### config.mk
export PLATFORM = sky130hd
export DESIGN_NAME = c3f_queue
export DESIGN_NICKNAME = d
export VERILOG_FILES = /design/src/design/c3f_pkg.sv /design/src/design/c3f_queue.sv
export SDC_FILE = /design/constraint.sdc
export NUM_CORES = 1
export LEC_CHECK = 0
export ABC_AREA = 1
export BUFFER_PORTS_ARGS = -buffer_cell sky130_fd_sc_hd__buf_4
export CORE_MARGIN = 8
export CORE_UTILIZATION = 45
export CTS_CLUSTER_SIZE = 25
export DETAILED_ROUTE_END_ITERATION = 10
export PLACE_DENSITY_LB_ADDON = 0.2
export SYNTH_ARGS = -nofsm -noshare
export SYNTH_HDL_FRONTEND = slang
export SYNTH_SLANG_ARGS = --single-unit
### constraint.sdc
create_clock -name aclk -period 6.27 [get_ports aclk]
set_input_delay 0.627 -clock aclk [delete_from_list [all_inputs] [get_ports aclk]]
set_output_delay 0.627 -clock aclk [all_outputs]
set_load 0.05 [all_outputs]
### src/design/c3f_pkg.sv
// ----------------------------------------------------------------------------
// c3f_pkg: shared types and constants of the 3x3 image filter
// Window and queue entry types, filter mode codes and clamp limits.
// ----------------------------------------------------------------------------
package c3f_pkg;

    // Filter mode codes; any other code acts as box smoothing.
    localparam logic [1:0] MODE_SOBEL   = 2'd0;
    localparam logic [1:0] MODE_LAPLACE = 2'd1;
    localparam logic [1:0] MODE_BOX     = 2'd2;

    // Configuration register indexes.
    localparam logic [1:0] REG_MODE   = 2'd0;
    localparam logic [1:0] REG_WIDTH  = 2'd1;
    localparam logic [1:0] REG_HEIGHT = 2'd2;

    // Clamp limits and the reciprocal of nine in 16-bit fixed point.
    localparam int SOBEL_MAX   = 4 * 255;
    localparam int LAPLACE_MAX = 255;
    localparam int SMOOTH_MAX  = 9 * 255;
    localparam int RECIP9      = 7282;

    // Depth of the queue between the front and back parts.
    localparam int QDEPTH = 4;
    localparam int QCW    = $clog2(QDEPTH + 1);
    localparam int QAW    = $clog2(QDEPTH);

    // One column of the window: three packed RGB pixels, upper row first.
    typedef logic [2:0][23:0] column_t;

    // One queued window with the results it calls for.
    typedef struct packed {
        column_t [2:0] win;
        logic          emit_a;   // result centred on the middle column
        logic          emit_b;   // row-end result with the right edge replicated
        logic          eof;      // row-end result closes the frame
    } entry_t;

    typedef struct packed {
        logic   valid;
        entry_t entry;
    } push_t;

endpackage

### src/design/c3f_queue.sv
// ----------------------------------------------------------------------------
// c3f_queue: window queue between the front and back parts
// A short register FIFO that absorbs the second result at each row end.
// ----------------------------------------------------------------------------
module c3f_queue import c3f_pkg::*; (
    input  logic           aclk,
    input  logic           aresetn,
    input  push_t          push,
    input  logic           pop,
    output entry_t         head,
    output logic [QCW-1:0] count
);

    entry_t         slot_reg [QDEPTH];
    logic [QAW-1:0] wr_ptr_reg, rd_ptr_reg;
    logic [QCW-1:0] count_reg;

    assign head  = slot_reg[rd_ptr_reg];
    assign count = count_reg;

    // Pointers and fill level.
    always_ff @(posedge aclk) begin
        if (!aresetn) begin
            wr_ptr_reg <= '0;
            rd_ptr_reg <= '0;
            count_reg  <= '0;
        end else begin
            if (push.valid) begin
                wr_ptr_reg <= wr_ptr_reg + QAW'(1);
            end
            if (pop) begin
                rd_ptr_reg <= rd_ptr_reg + QAW'(1);
            end
            count_reg <= count_reg + QCW'(push.valid) - QCW'(pop);
        end
    end

    // Entry storage.
    always_ff @(posedge aclk) begin
        if (push.valid) begin
            slot_reg[wr_ptr_reg] <= push.entry;
        end
    end

    a_no_overflow: assert property (@(posedge aclk) disable iff (!aresetn)
        push.valid |-> (32'(count_reg) < QDEPTH || pop))
        else $error("window queue written while full");
    a_no_underflow: assert property (@(posedge aclk) disable iff (!aresetn)
        pop |-> count_reg != '0)
        else $error("window queue read while empty");
    a_count_holds: assert property (@(posedge aclk) disable iff (!aresetn)
        (!push.valid && !pop) |=> $stable(count_reg))
        else $error("window queue level changed without a push or pop");

endmodule

# Word level (Yosys, flattened, before mapping)
# Memories as Yosys holds them, arrays and structs flattened. A register that Yosys moved wholly into a read port is not among the register bits.
# Index checks and enable logic that the tools add are counted.
# totals
reg_bits	7
ramBits	876
input_bits	223
out_inout_bits	222
wordCells	12
n_memories	1
# op_classes
add_sub_neg	4
n_mux	4
# memory_table
memory	words	word_bits	rd	rd_ports_with_merged_regs	wr	line_no	source
slot_reg	4	219	1	1	1	c3f_queue.sv:14	entry_t slot_reg [QDEPTH];
# ops
operator	n
$add 2x1->2 const B	2
$mux 2	2
$add 3x1->3	1
$sub 3x1->3	1
$mux 1	2

# Depth between registers and ports, before layout
# depth
ltp_word	3
ltp_mapped	8
ltp_nobuf	8

# Worst setup path after synthesis
# OpenSTA, ideal clock, no wires.
# synth_path
path_kind	input-to-reg
startpoint	input port push[219] in the netlist's numbering
endpoint	memory slot_reg[2][0] in the netlist's numbering (enable)
setup_ns	0.570
t_arrival_ns	4.863
required_time_ns	5.700
slack_ns	0.837
path_stages	2
n_path_buf	0
path_cell_list	nand2_1 inv_1
# synth_via
elab_chain_len	2
# synth_rtl
item	line_no	source
start, declared	c3f_queue.sv:8	input push_t push,
$mux 1	c3f_queue.sv:40	if (push.valid) begin
$mux 1 (not written as such)	c3f_queue.sv:41	slot_reg[wr_ptr_reg] <= push.entry;
end, declared	c3f_queue.sv:14	
# Every way passes these cells.

==> results_dict.tcl <==
set metrics [dict create \
    synth_seq_cells 885 \
    synth_area_mm2 0.0332 \
    firstDrtPassIters 5 \
    holdPathStages 1 \
    synth_top_area_frac 0.792 \
    largest_reg_flops 876 \
    cts.path.max_buffers 3 \
    grt_max_degree 234 \
    cp_data_arrival_time_ps 3990 \
    dp_slack_ps 2550 \
    use_met1 0.221 \
    worst_slack_ps 1660 \
    swShare 0.258 \
    grt_overflow 0 \
    drive_above_1_share 0.202 \
    cp.depth 5 \
    synth_cell_types 16 \
    required_ps 5640 \
    slew_headroom 0.256 \
    power_frac_clock 0.375 \
    clock.fmax_mhz 217 \
    h-tree-depth 3 \
    p_sw_mw 3.63 \
    maxCapViolCount 0 \
    met2_usage 0.293 \
    drc_errors 0 \
    ys_seq_area_frac 0.797 \
    cts_setup_buffers 0 \
    clock-sinks 885 \
    skew_ps 19.2 \
    root_buffer "clkbuf_16" \
    cp_top_family "buffers and inverters" \
    rsz0062_at_grt "no" \
    worst_r2r_startpoint "wr_ptr_reg[0]$_SDFFE_PN0P_" \
    dieArea_mm2 0.0828 \
    core_mm2 0.0731 \
    post_dp_cell_area_mm2 0.0373 \
    path_cells "clkinv_8 > buf_12 > o21ai_0 > o21ai_0 > buf_4" \
    start_util 0.455 \
    p_leak_nw 14.1 \
    port_buffers 444 \
    min_path_type "primary input to flop" \
    cp_common_cell "o21ai_0" \
    cp-end-kind "output port" \
    syn_nets 2622 \
    syn_area_per_cell_um2 13.9 \
    insertion_delay_ps 610 \
    comb_power_share 0.139 \
    min_period_ps 4610 \
    internal_power_mw 10.4 \
    die_h_um 288 \
    path_clk_slew_ps 60 \
    path_max_fanout 233 \
    via_count 19960 \
    wire_per_inst_um 19.9 \
    r2r_cells 5 \
    powerDensity_mw_per_mm2 350 \
    place_congestion 0.769 \
    regToRegSetupSlack_ps 3690 \
    crit_slowest_cell "dfxtp_4" \
    finalHoldViolCount 0 \
    drtAntennaViolNets 0 \
    area_growth_pct 21.0 \
    peakVddDrop_mv 0.256 \
    fin_crit_sh 0.736 \
    synthAdderAreaFrac 0.00286 \
    r2r_end "slot_reg[0][210]$_DFFE_PP_" \
    path_buf_inv 3 \
    yosysWarnings 0 \
    yosys.area_share.simple 0.0756 \
    setup.worst_path.end "head[188]" \
    cp-start-kind "flop" \
    grt_usage 0.177 \
    first_global_vias 19310 \
    io_pins 445 \
    fin_area_mm2 0.0402 \
    tns_ps 0 \
    viasPerCell 5.21 \
    nNetsFinal 3022 \
    synth_top_family_by_area "compound AO/OA/AOI/OAI gates" \
    cpPeakStageDelay_ps 800 \
    antenna_found_initial 13 \
    num_rows 99 \
    routed_wl_mm 76.3 \
    die_x_um 288 \
    slew_violations 0 \
    synth_top_area_cell "edfxtp_1" \
    cts_tree "yes" \
    grt-busiest-layer "met2" \
    synth.area.mux_share 0 \
    cts.repair.resized 0 \
    grt_pass1_wl_mm 114 \
    synth_compound_area_frac 0.100 \
    tightest_slew_ps 1120 \
    cts_hold_buf 0 \
    seq_power_share 0.487 \
    initialDrtViolationCount 1248 \
    criticalPathCategory "flop to output port" \
    numCtsBuffers 89 \
    synth_cells 2392 \
    place_hpwl_mm 43.1 \
    synthTopCellsByArea "edfxtp_1, nor2_1, o21ai_0" \
    gr-usage-met3 0.0526 \
    synthXorXnorAreaFrac 0 \
    status "completed" \
    setup_violations 0 \
]
[worst min path at each step]
stage,start,to,slack [ps]
2_1_floorplan,rd_ptr_reg[1]$_SDFFE_PN0P_,flop,410
3_3_place_gp,rd_ptr_reg[1]$_SDFFE_PN0P_,flop,420
3_5_place_dp,rd_ptr_reg[1]$_SDFFE_PN0P_,rd_ptr_reg[1]$_SDFFE_PN0P_,440
4_1_cts,push[209],slot_reg[1][209]$_DFFE_PP_,140
5_1_grt,push[16],slot_reg[1][16]$_DFFE_PP_,150
6_report,push[7],slot_reg[1][7]$_DFFE_PP_,190
[per-layer routing]
layer,vias up,part of all wire
li1,9490,-
met1,9831,0.41
met2,521,0.49
met3,108,0.077
met4,10,0.026
met5,-,0.00089
[power by group through the flow]
stage	Sequential (mW)	Clock [mW]	Combinational, mW
4_1_cts	6.84	5.39	1.98
3_3_place_gp	6.95	0	1.95
2_1_floorplan	7.00	0	1.24
6_report	6.84	5.26	1.95
5_1_grt	6.85	5.60	2.08
3_5_place_dp	6.96	0	1.98
[placed cells by master (no fill, tap or decap)]
cell type,Yosys,routed
clkinv_1,0,27
clkbuf_16,0,90
diode_2,0,9
clkinvlp_4,0,1
clkinv_2,0,8
ha_1,6,6
nand2_1,11,11
dfxtp_1,9,8
inv_1,19,14
edfxtp_1,876,876
clkinv_8,0,1
clkinv_16,0,1
inv_8,0,5
nand3_1,1,1
clkinv_4,0,1
bufinv_16,0,12
buf_12,0,9
fa_1,1,1
clkbuf_1,71,15
dfxtp_4,0,1
inv_16,0,2
o21ai_0,431,431
o21ai_1,230,230
a21oi_1,5,5
nor2_1,657,657
buf_4,0,445
inv_6,0,2
[synthesized netlist by cell type]
master	number
edfxtp_1	876
nor2_1	657
o21ai_0	431
o21ai_1	230
clkbuf_1	71
buf_2	49
inv_1	19
buf_6	15
nand2_1	11
buf_1	10
dfxtp_1	9
ha_1	6
a21oi_1	5
fa_1	1
inv_4	1
nand3_1	1
[kinds of logic after synthesis]
| family | after synthesis |
|---|---|
| adders and majority gates | 7 |
| buffers and inverters | 165 |
| and+or+nand+nor | 669 |
| DFF | 885 |
| AOI/OAI and AO/OA | 666 |
[worst register-to-register path, cell delays in order (launching register included)]
cell and delay (ps):
dfxtp_1 330, inv_1 120, ha_1 160, nand2_1 130, inv_8 460, buf_12 640
[per-stage QoR]
step                hold slack (ps)  power, mW  utilization  instances
floorplan                       412       8.25            -       2392
detailed placement              441       8.94        0.510       3660
finish                          193       14.1        0.550       3828
global placement                424       8.90        0.510       3660
global route                    152       14.5        0.550       3824
CTS                             143       14.2        0.550       3819
[area by class of cell]
class                      count  area [um2]
antenna                        9        22.5
clock inverter                54         606
clock buffer                 105        2310
inverter                      20         125
fill                        6018       32900
sequential                   885       26500
multi-input combinational   1342        5940
timing repair buffer         454        3520
tap                          959        1200
Note: power is estimated with default switching activity, not from simulation.
