--- config.mk ---
export PLATFORM = sky130hd
export DESIGN_NAME = c3f_back
export DESIGN_NICKNAME = d
export VERILOG_FILES = /design/src/design/c3f_pkg.sv /design/src/design/c3f_back.sv
export SDC_FILE = /design/constraint.sdc
export NUM_CORES = 2
export LEC_CHECK = 0
export BUFFER_PORTS_ARGS = -buffer_cell sky130_fd_sc_hd__buf_2
export CAP_MARGIN = 5
export CORE_ASPECT_RATIO = 1.4
export CORE_MARGIN = 10
export CORE_UTILIZATION = 57
export CTS_BUF_LIST = sky130_fd_sc_hd__clkbuf_16
export DETAILED_ROUTE_END_ITERATION = 8
export PLACE_DENSITY = 0.8
export SYNTH_ARGS = -nofsm -noshare
export SYNTH_HDL_FRONTEND = slang
export SYNTH_SLANG_ARGS = --single-unit
--- constraint.sdc ---
create_clock -name aclk -period 8.85 [get_ports aclk]
set_clock_uncertainty 0.15 [all_clocks]
set_input_delay 0 -clock aclk [delete_from_list [all_inputs] [get_ports aclk]]
set_output_delay 0 -clock aclk [all_outputs]
set_load 0.03 [all_outputs]
--- src/design/c3f_pkg.sv ---
// ----------------------------------------------------------------------------
// c3f_pkg: shared types and constants of the 3x3 image filter
// Window and queue entry types, filter mode codes and clamp limits.
// ----------------------------------------------------------------------------
package c3f_pkg;

    // Filter mode codes; any other code acts as box smoothing.
    localparam logic [1:0] MODE_SOBEL   = 2'd0;
    localparam logic [1:0] MODE_LAPLACE = 2'd1;
    localparam logic [1:0] MODE_BOX     = 2'd2;

    // Configuration register indexes.
    localparam logic [1:0] REG_MODE   = 2'd0;
    localparam logic [1:0] REG_WIDTH  = 2'd1;
    localparam logic [1:0] REG_HEIGHT = 2'd2;

    // Clamp limits and the reciprocal of nine in 16-bit fixed point.
    localparam int SOBEL_MAX   = 4 * 255;
    localparam int LAPLACE_MAX = 255;
    localparam int SMOOTH_MAX  = 9 * 255;
    localparam int RECIP9      = 7282;

    // Depth of the queue between the front and back parts.
    localparam int QDEPTH = 4;
    localparam int QCW    = $clog2(QDEPTH + 1);
    localparam int QAW    = $clog2(QDEPTH);

    // One column of the window: three packed RGB pixels, upper row first.
    typedef logic [2:0][23:0] column_t;

    // One queued window with the results it calls for.
    typedef struct packed {
        column_t [2:0] win;
        logic          emit_a;   // result centred on the middle column
        logic          emit_b;   // row-end result with the right edge replicated
        logic          eof;      // row-end result closes the frame
    } entry_t;

    typedef struct packed {
        logic   valid;
        entry_t entry;
    } push_t;

endpackage

--- src/design/c3f_back.sv ---
// ----------------------------------------------------------------------------
// c3f_back: kernel evaluation and result output
// Takes queued windows, issues one or two results each, evaluates the
// selected kernel per channel in two stages and holds the output word.
// ----------------------------------------------------------------------------
module c3f_back import c3f_pkg::*; (
    input  logic           aclk,
    input  logic           aresetn,
    input  logic [1:0]     filter_mode,
    input  entry_t         head,
    input  logic [QCW-1:0] count,
    output logic           pop,
    output logic           m_tvalid,
    input  logic           m_tready,
    output logic [39:0]    m_tdata,
    output logic [1:0]     m_tuser,
    output logic           m_tlast
);

    logic        phase_reg;
    logic        out_adv, b1_load, issue, cur_b, cur_last;
    column_t     ca, cb, cc;

    logic                   b1_valid_reg, b1_eor_reg, b1_eof_reg, b1_last_reg;
    logic signed [11:0]     gx_reg  [3];
    logic signed [11:0]     gy_reg  [3];
    logic signed [12:0]     lap_reg [3];
    logic        [11:0]     box_reg [3];
    logic signed [11:0]     gx_next  [3];
    logic signed [11:0]     gy_next  [3];
    logic signed [12:0]     lap_next [3];
    logic        [11:0]     box_next [3];
    logic        [10:0]     chan_out [3];

    logic        m_tvalid_reg, m_tlast_reg;
    logic [39:0] m_tdata_reg;
    logic [1:0]  m_tuser_reg;

    // Stage handshakes: the output word frees when taken.
    assign out_adv  = !m_tvalid_reg || m_tready;
    assign b1_load  = !b1_valid_reg || out_adv;
    assign issue    = (count != '0) && b1_load;
    assign cur_b    = !head.emit_a || phase_reg;
    assign cur_last = cur_b || !head.emit_b;
    assign pop      = issue && cur_last;

    always_ff @(posedge aclk) begin
        if (!aresetn) begin
            phase_reg <= 1'b0;
        end else if (issue) begin
            phase_reg <= !cur_last;
        end
    end

    // Column choice: the row-end result replicates the right column.
    always_comb begin
        if (cur_b) begin
            ca = head.win[1];
            cb = head.win[2];
            cc = head.win[2];
        end else begin
            ca = head.win[0];
            cb = head.win[1];
            cc = head.win[2];
        end
    end

    // Raw kernel responses per channel.
    always_comb begin
        logic [9:0] v00, v01, v02, v10, v11, v12, v20, v21, v22;
        for (int ch = 0; ch < 3; ch++) begin
            v00 = 10'(ca[0][8*ch +: 8]);
            v01 = 10'(cb[0][8*ch +: 8]);
            v02 = 10'(cc[0][8*ch +: 8]);
            v10 = 10'(ca[1][8*ch +: 8]);
            v11 = 10'(cb[1][8*ch +: 8]);
            v12 = 10'(cc[1][8*ch +: 8]);
            v20 = 10'(ca[2][8*ch +: 8]);
            v21 = 10'(cb[2][8*ch +: 8]);
            v22 = 10'(cc[2][8*ch +: 8]);
            gx_next[ch]  = $signed({2'b00, v02 + (v12 << 1) + v22})
                         - $signed({2'b00, v00 + (v10 << 1) + v20});
            gy_next[ch]  = $signed({2'b00, v20 + (v21 << 1) + v22})
                         - $signed({2'b00, v00 + (v01 << 1) + v02});
            box_next[ch] = 12'(v00) + 12'(v01) + 12'(v02) + 12'(v10) + 12'(v11)
                         + 12'(v12) + 12'(v20) + 12'(v21) + 12'(v22);
            lap_next[ch] = $signed({1'b0, 12'(v11) * 12'd9}) - $signed({1'b0, box_next[ch]});
        end
    end

    always_ff @(posedge aclk) begin
        if (!aresetn) begin
            b1_valid_reg <= 1'b0;
        end else if (b1_load) begin
            b1_valid_reg <= issue;
        end
    end

    always_ff @(posedge aclk) begin
        if (issue) begin
            gx_reg      <= gx_next;
            gy_reg      <= gy_next;
            lap_reg     <= lap_next;
            box_reg     <= box_next;
            b1_eor_reg  <= cur_b;
            b1_eof_reg  <= cur_b && head.eof;
            b1_last_reg <= cur_last;
        end
    end

    // Absolute value, clamp and divide by nine per channel.
    always_comb begin
        logic [11:0] ax, ay, cx, cy, al;
        logic [11:0] bs;
        logic [28:0] prod;
        for (int ch = 0; ch < 3; ch++) begin
            ax   = gx_reg[ch][11] ? 12'(-gx_reg[ch]) : 12'(gx_reg[ch]);
            ay   = gy_reg[ch][11] ? 12'(-gy_reg[ch]) : 12'(gy_reg[ch]);
            cx   = (32'(ax) > SOBEL_MAX) ? 12'(SOBEL_MAX) : ax;
            cy   = (32'(ay) > SOBEL_MAX) ? 12'(SOBEL_MAX) : ay;
            al   = lap_reg[ch][12] ? 12'(-lap_reg[ch]) : 12'(lap_reg[ch]);
            bs   = (32'(box_reg[ch]) > SMOOTH_MAX) ? 12'(SMOOTH_MAX) : box_reg[ch];
            prod = 29'(bs) * 29'(RECIP9);
            case (filter_mode)
                MODE_SOBEL:   chan_out[ch] = 11'(cx) + 11'(cy);
                MODE_LAPLACE: chan_out[ch] = (32'(al) > LAPLACE_MAX) ?
                                             11'(LAPLACE_MAX) : 11'(al);
                default:      chan_out[ch] = 11'(prod[28:16]);
            endcase
        end
    end

    // Output word register.
    always_ff @(posedge aclk) begin
        if (!aresetn) begin
            m_tvalid_reg <= 1'b0;
        end else if (out_adv) begin
            m_tvalid_reg <= b1_valid_reg;
        end
    end

    always_ff @(posedge aclk) begin
        if (out_adv && b1_valid_reg) begin
            m_tdata_reg <= {5'd0, (filter_mode == MODE_SOBEL) ? 2'd2 : 2'd1,
                            chan_out[2], chan_out[1], chan_out[0]};
            m_tuser_reg <= {b1_eof_reg, b1_eor_reg};
            m_tlast_reg <= b1_last_reg;
        end
    end

    assign m_tvalid = m_tvalid_reg;
    assign m_tdata  = m_tdata_reg;
    assign m_tuser  = m_tuser_reg;
    assign m_tlast  = m_tlast_reg;

endmodule

# Word-level counts from Yosys, hierarchy flattened
# Index checks and enable logic that the tools add are counted.
# totals
input_bits	227
output_inout_bits	45
regBits	191
# classes
eq_ne	1
magnitude_cmp	12
n_reduce_logical	15
n_mux	27
n_mul	6
add_sub_neg	69
# ops
cell	count
adder 12 x 8 -> 12 bit	12
2-to-1 mux 12 bit	12
2-to-1 mux 72 bit	2
adder 10 x 8 -> 10 bit	12
adder 8 x 9 -> 10 bit	12
negation 12 bit	9
2-to-1 mux 11 bit	9
> comparator 12 x 10 -> 1 bit (second input constant)	6
multiplier 12 x 12 -> 24 bit (second input constant)	3
one-hot mux 11 bit (2 select lines)	3
subtractor 10 x 10 -> 11 bit	6
subtractor 12 x 12 -> 13 bit	3
adder 11 x 8 -> 12 bit	3
> comparator 12 bit (second input constant)	3
> comparator 12 x 8 -> 1 bit (second input constant)	3
multiplier 8 x 4 -> 12 bit (second input constant)	3
adder 10 x 8 -> 11 bit	3
adder 11 bit	3
adder 9 x 8 -> 10 bit	3
adder 8 x 8 -> 9 bit	3
zero test 1 bit	5
logical AND 1 bit	4
logical OR 1 bit	4
nonzero test 3 bit	1
other kinds (3)	3

# Longest topological paths before layout
# logic_depth
ltp_word	12
depth_mapped	35
depth_no_buf	32

# Worst setup path after synthesis
# OpenSTA, ideal clock, no wires.
# synth_path
path_kind	register to output
startpoint	register m_tvalid_reg, in the netlist m_tvalid
endpoint	output pop
t_required_ns	8.700
stages_incl_launch_ff	4
t_arrival_ns	8.518
path_slack_ns	0.182
path_cell_list	dfxtp_1 -> nor2b_1 -> a21oi_1 -> and2_1
# synth_between
elab_chain_len	5
# synth_rtl
element	line_no	rtl
from (decl)	c3f_back.sv:35	logic m_tvalid_reg, m_tlast_reg;
from (signal assigned)	c3f_back.sv:138	m_tvalid_reg <= b1_valid_reg;
zero test 1 bit	c3f_back.sv:40	assign out_adv = !m_tvalid_reg || m_tready;
logical OR 1 bit	c3f_back.sv:40	
logical OR 1 bit	c3f_back.sv:41	assign b1_load = !b1_valid_reg || out_adv;
logical AND 1 bit	c3f_back.sv:42	assign issue = (count != '0) && b1_load;
net issue	c3f_back.sv:21	logic out_adv, b1_load, issue, cur_b, cur_last;
logical AND 1 bit	c3f_back.sv:45	assign pop = issue && cur_last;
to (decl)	c3f_back.sv:12	output logic pop,
# The timed path passes the listed nets, and every way through them passes these cells.

==> PnR_summary.wiki <==
{| class="wikitable"
! Metric !! Value
|-
| Layout net count || 4,803
|-
| Launching point of the worst reg2reg path || phase_reg$_SDFFE_PN0P_
|-
| Number of rows created at floorplan || 103
|-
| Maximum level of the CTS H-tree || 4
|-
| Resize count post-CTS || 0
|-
| Vias post-DR || 23,979
|-
| Final wirelength || 77.7 mm
|-
| Total count of max-transition violations in the final report || 0
|-
| Most common cell after layout, fill and taps aside || inv_1
|-
| Clock Tree Buf Depth || 2
|-
| HP Start || head[179]
|-
| CP arrival || 8.55 ns
|-
| Clk_lat worst skew || 0.47 ns
|-
| Die boundary width || 222 µm
|-
| Top library cells by usage in the layout, fill and taps aside || inv_1, ha_1, fa_1
|-
| Required time at the worst-slack endpoint || 9.01 ns
|-
| Worst r2r path cells || 32
|-
| Peak Freq || 119 MHz
|-
| Actual slew at the worst max-slew pin || 1.03 ns
|-
| Flop and latch count out of synthesis || 185
|-
| Remaining DRCs || 0
|-
| Antenna Nets Post-Route || 0
|-
| Number of enable flip-flop cells after synthesis || 182
|-
| Synthesized netlist cell count || 3,411
|-
| Kind of path behind the tightest hold check || input pin to flop
|-
| Number of distinct library cells after synthesis || 76
|-
| Final Cell Area || 0.0356 mm²
|-
| Clock sinks || 185
|-
| Number of violations reported at the end of detailed-routing iteration 0 || 1,386
|-
| Buffer cell driving the clock tree root || clkbuf_16
|-
| Number of buffers created by CTS || 17
|-
| Footprint of the multi-input gates || 0.0239 mm²
|-
| I/O Pins || 272
|-
| Last weighted congestion value of the routability-driven placer || 0.925
|-
| Summed instance area of the synthesized netlist || 0.0327 mm²
|-
| Count of yosys warnings during synthesis || 0
|-
| DPL Wire Length || 67.7 mm
|-
| Starting density of the core || 57.7%
|-
| Post-layout min period || 8.40 ns
|-
| Most used flip-flop cell after synthesis || edfxtp_1
|-
| Standard cell area after detailed placement || 0.0348 mm²
|-
| Clock slew seen by the registers of the worst setup and hold paths || 0.08 ns
|-
| Global-route usage over all layers || 23.4%
|-
| Setup TNS || 0 ns
|-
| Hold violation total from the final report || 0
|-
| Async S/R FF share, synth || 0%
|-
| Hold worst-path end || lap_reg[13]$_DFFE_PP_
|-
| Cell depth of the worst hold path || 4
|-
| Category of the worst setup path capture point || flop
|-
| Fraction of layout instances using a drive strength above 1 || 9.46%
|-
| DR WL/cell || 17.6 µm
|-
| Worst Hold Slack || 0.0425 ns
|-
| RSZ-0062 raised after global routing || false
|-
| Critical Path Slowest Stage Cell || or4b_2
|-
| Wire length of the first global-routing pass || 128 mm
|-
| Final setup violating endpoints || 0
|-
| CTS tree || done
|-
| Cell repeated most along the worst path || inv_1
|-
| RR Endpoint || lap_reg[24]$_DFFE_PP_
|-
| Maximum number of pins on one net before global-route repair || 101
|-
| Critical path peak fanout || 17
|-
| Via count of the first global-routing pass || 25,897
|-
| Initial antenna violation count || 8
|-
| Die area || 0.0674 mm²
|-
| Status || completed
|-
| Delay of the slowest cell on the worst path || 0.69 ns
|-
| Global routing met1 resource utilization || 29.0%
|-
| Startpoint of the worst setup timing path || phase_reg$_SDFFE_PN0P_
|-
| Met3 usage || 3.16%
|-
| Setup slack, reg-to-reg || 0.45 ns
|-
| Number of maximum-capacitance violations || 0
|-
| Met2 Usage GRT || 41.6%
|-
| Fill count || 4,549
|-
| Quantity of I/O buffers inserted on ports || 266
|-
| Startpoint Class || flop
|-
| Core area || 0.0566 mm²
|-
| Average footprint of a synthesized cell || 9.57 µm²
|-
| Post-DR vias/cell || 5.43
|-
| Area added between synthesis and finish || 8.90%
|-
| Most Used Layer, Global Route || met2
|-
| Number of flip-flops under the largest register name || 39
|-
| First-pass detailed-route iteration total || 6
|-
| Combined flip-flop and latch cell area || 0.00553 mm²
|-
| Category of the most critical setup path || flop to flop
|-
| Worst rel slew slack || 31.0%
|-
| Total gr overflow || 0
|-
| Part of the Yosys area used for sequential elements || 16.9%
|-
| Final period utilization || 94.9%
|-
| Chip height || 303 µm
|}
==> stage by stage <==
stage	utilization [%]	instances	setup WS [ns]
2_1_floorplan	-	3415	0.182
3_3_place_gp	61.5	4365	0.853
3_5_place_dp	61.5	4365	0.633
4_1_cts	62.8	4412	0.271
5_1_grt	62.9	4416	0.0728
6_report	62.9	4417	0.452
==> final cells by class <==
| cell class | count | area share [%] |
|---|---|---|
| Timing Repair Buffer | 297 | 4.55 |
| Clock inverter | 14 | 0.447 |
| Multi-Input combinational cell | 2363 | 67.2 |
| Antenna cell | 4 | 0.0281 |
| Inverter | 802 | 8.46 |
| Sequential cell | 185 | 15.5 |
| Clock buffer | 17 | 1.20 |
| Tap cell | 735 | 2.59 |
==> cells in the mapped netlist, drive strengths merged, types with 10 or more instances <==
cell,number,share of area [%]
a21boi,13,0.32
o221ai,11,0.30
or2,15,0.29
ha,463,18
o41ai,11,0.30
o21a,16,0.37
or3,10,0.19
xnor2,141,3.8
a21oi,156,2.4
o211ai,11,0.30
and2,15,0.29
nand2,223,2.6
nor2b,44,0.84
nor3,36,0.55
buf,18,0.27
nand3,30,0.46
fa,447,27
a31oi,16,0.31
mux2i,76,2.3
a21o,63,1.4
clkbuf,47,0.54
o22ai,21,0.40
xor2,75,2.0
o31ai,23,0.56
o21ai,112,1.7
edfxtp,182,17
nand2b,40,0.77
nor2,146,1.7
a211oi,15,0.34
nor4,10,0.26
o21bai,33,0.76
inv,802,9.2
==> cells by family (layout without fill, tap and decap cells) <==
family	Yosys count	after routing	synth area share, %
AO/OA/AOI/OAI	536	536	10.6
XOR/XNOR	216	216	5.79
adder cells (fa/ha/maj)	912	912	45.2
buffers and inverters	867	1130	10.0
flip-flops	185	185	16.9
multiplexers	79	79	2.43
other	1	9	0.0115
AND/OR/NAND/NOR	615	615	9.00
==> worst max path at each step <==
| stage | to |
|---|---|
| final | lap_reg[24]$_DFFE_PP_ |
| after global placement | lap_reg[11]$_DFFE_PP_ |
| after global routing | lap_reg[11]$_DFFE_PP_ |
| after detailed placement | lap_reg[11]$_DFFE_PP_ |
| after CTS | lap_reg[11]$_DFFE_PP_ |
| after floorplan | pop |
==> worst max-delay path: cells and delay by family, from the launching register on <==
kind            cells  cell delay [ns]
flops               1             0.34
fa+ha+maj          10             3.69
mux                 1             0.11
xor+xnor            1             0.12
simple gates        4             1.16
compound gates      6             0.98
buf+inv            10             1.68
==> layer usage <==
layer / part of all wire [%] / wire length [µm] / up-vias
met5: 0 / 0 / -
met4: 2.6 / 1980 / 0
met3: 5.4 / 4210 / 142
met2: 50 / 39100 / 652
met1: 42 / 32400 / 11602
li1: - / - / 11583
==> what timing repair did <==
action,CTS,global route
endpoints found under the setup margin,0,1
endpoints found under the hold margin,13,0
buffers inserted,0,1
hold buffers,16,0
Power is not shown: default switching activity piles up to over one toggle a cycle in this logic, so the estimate is an artifact.
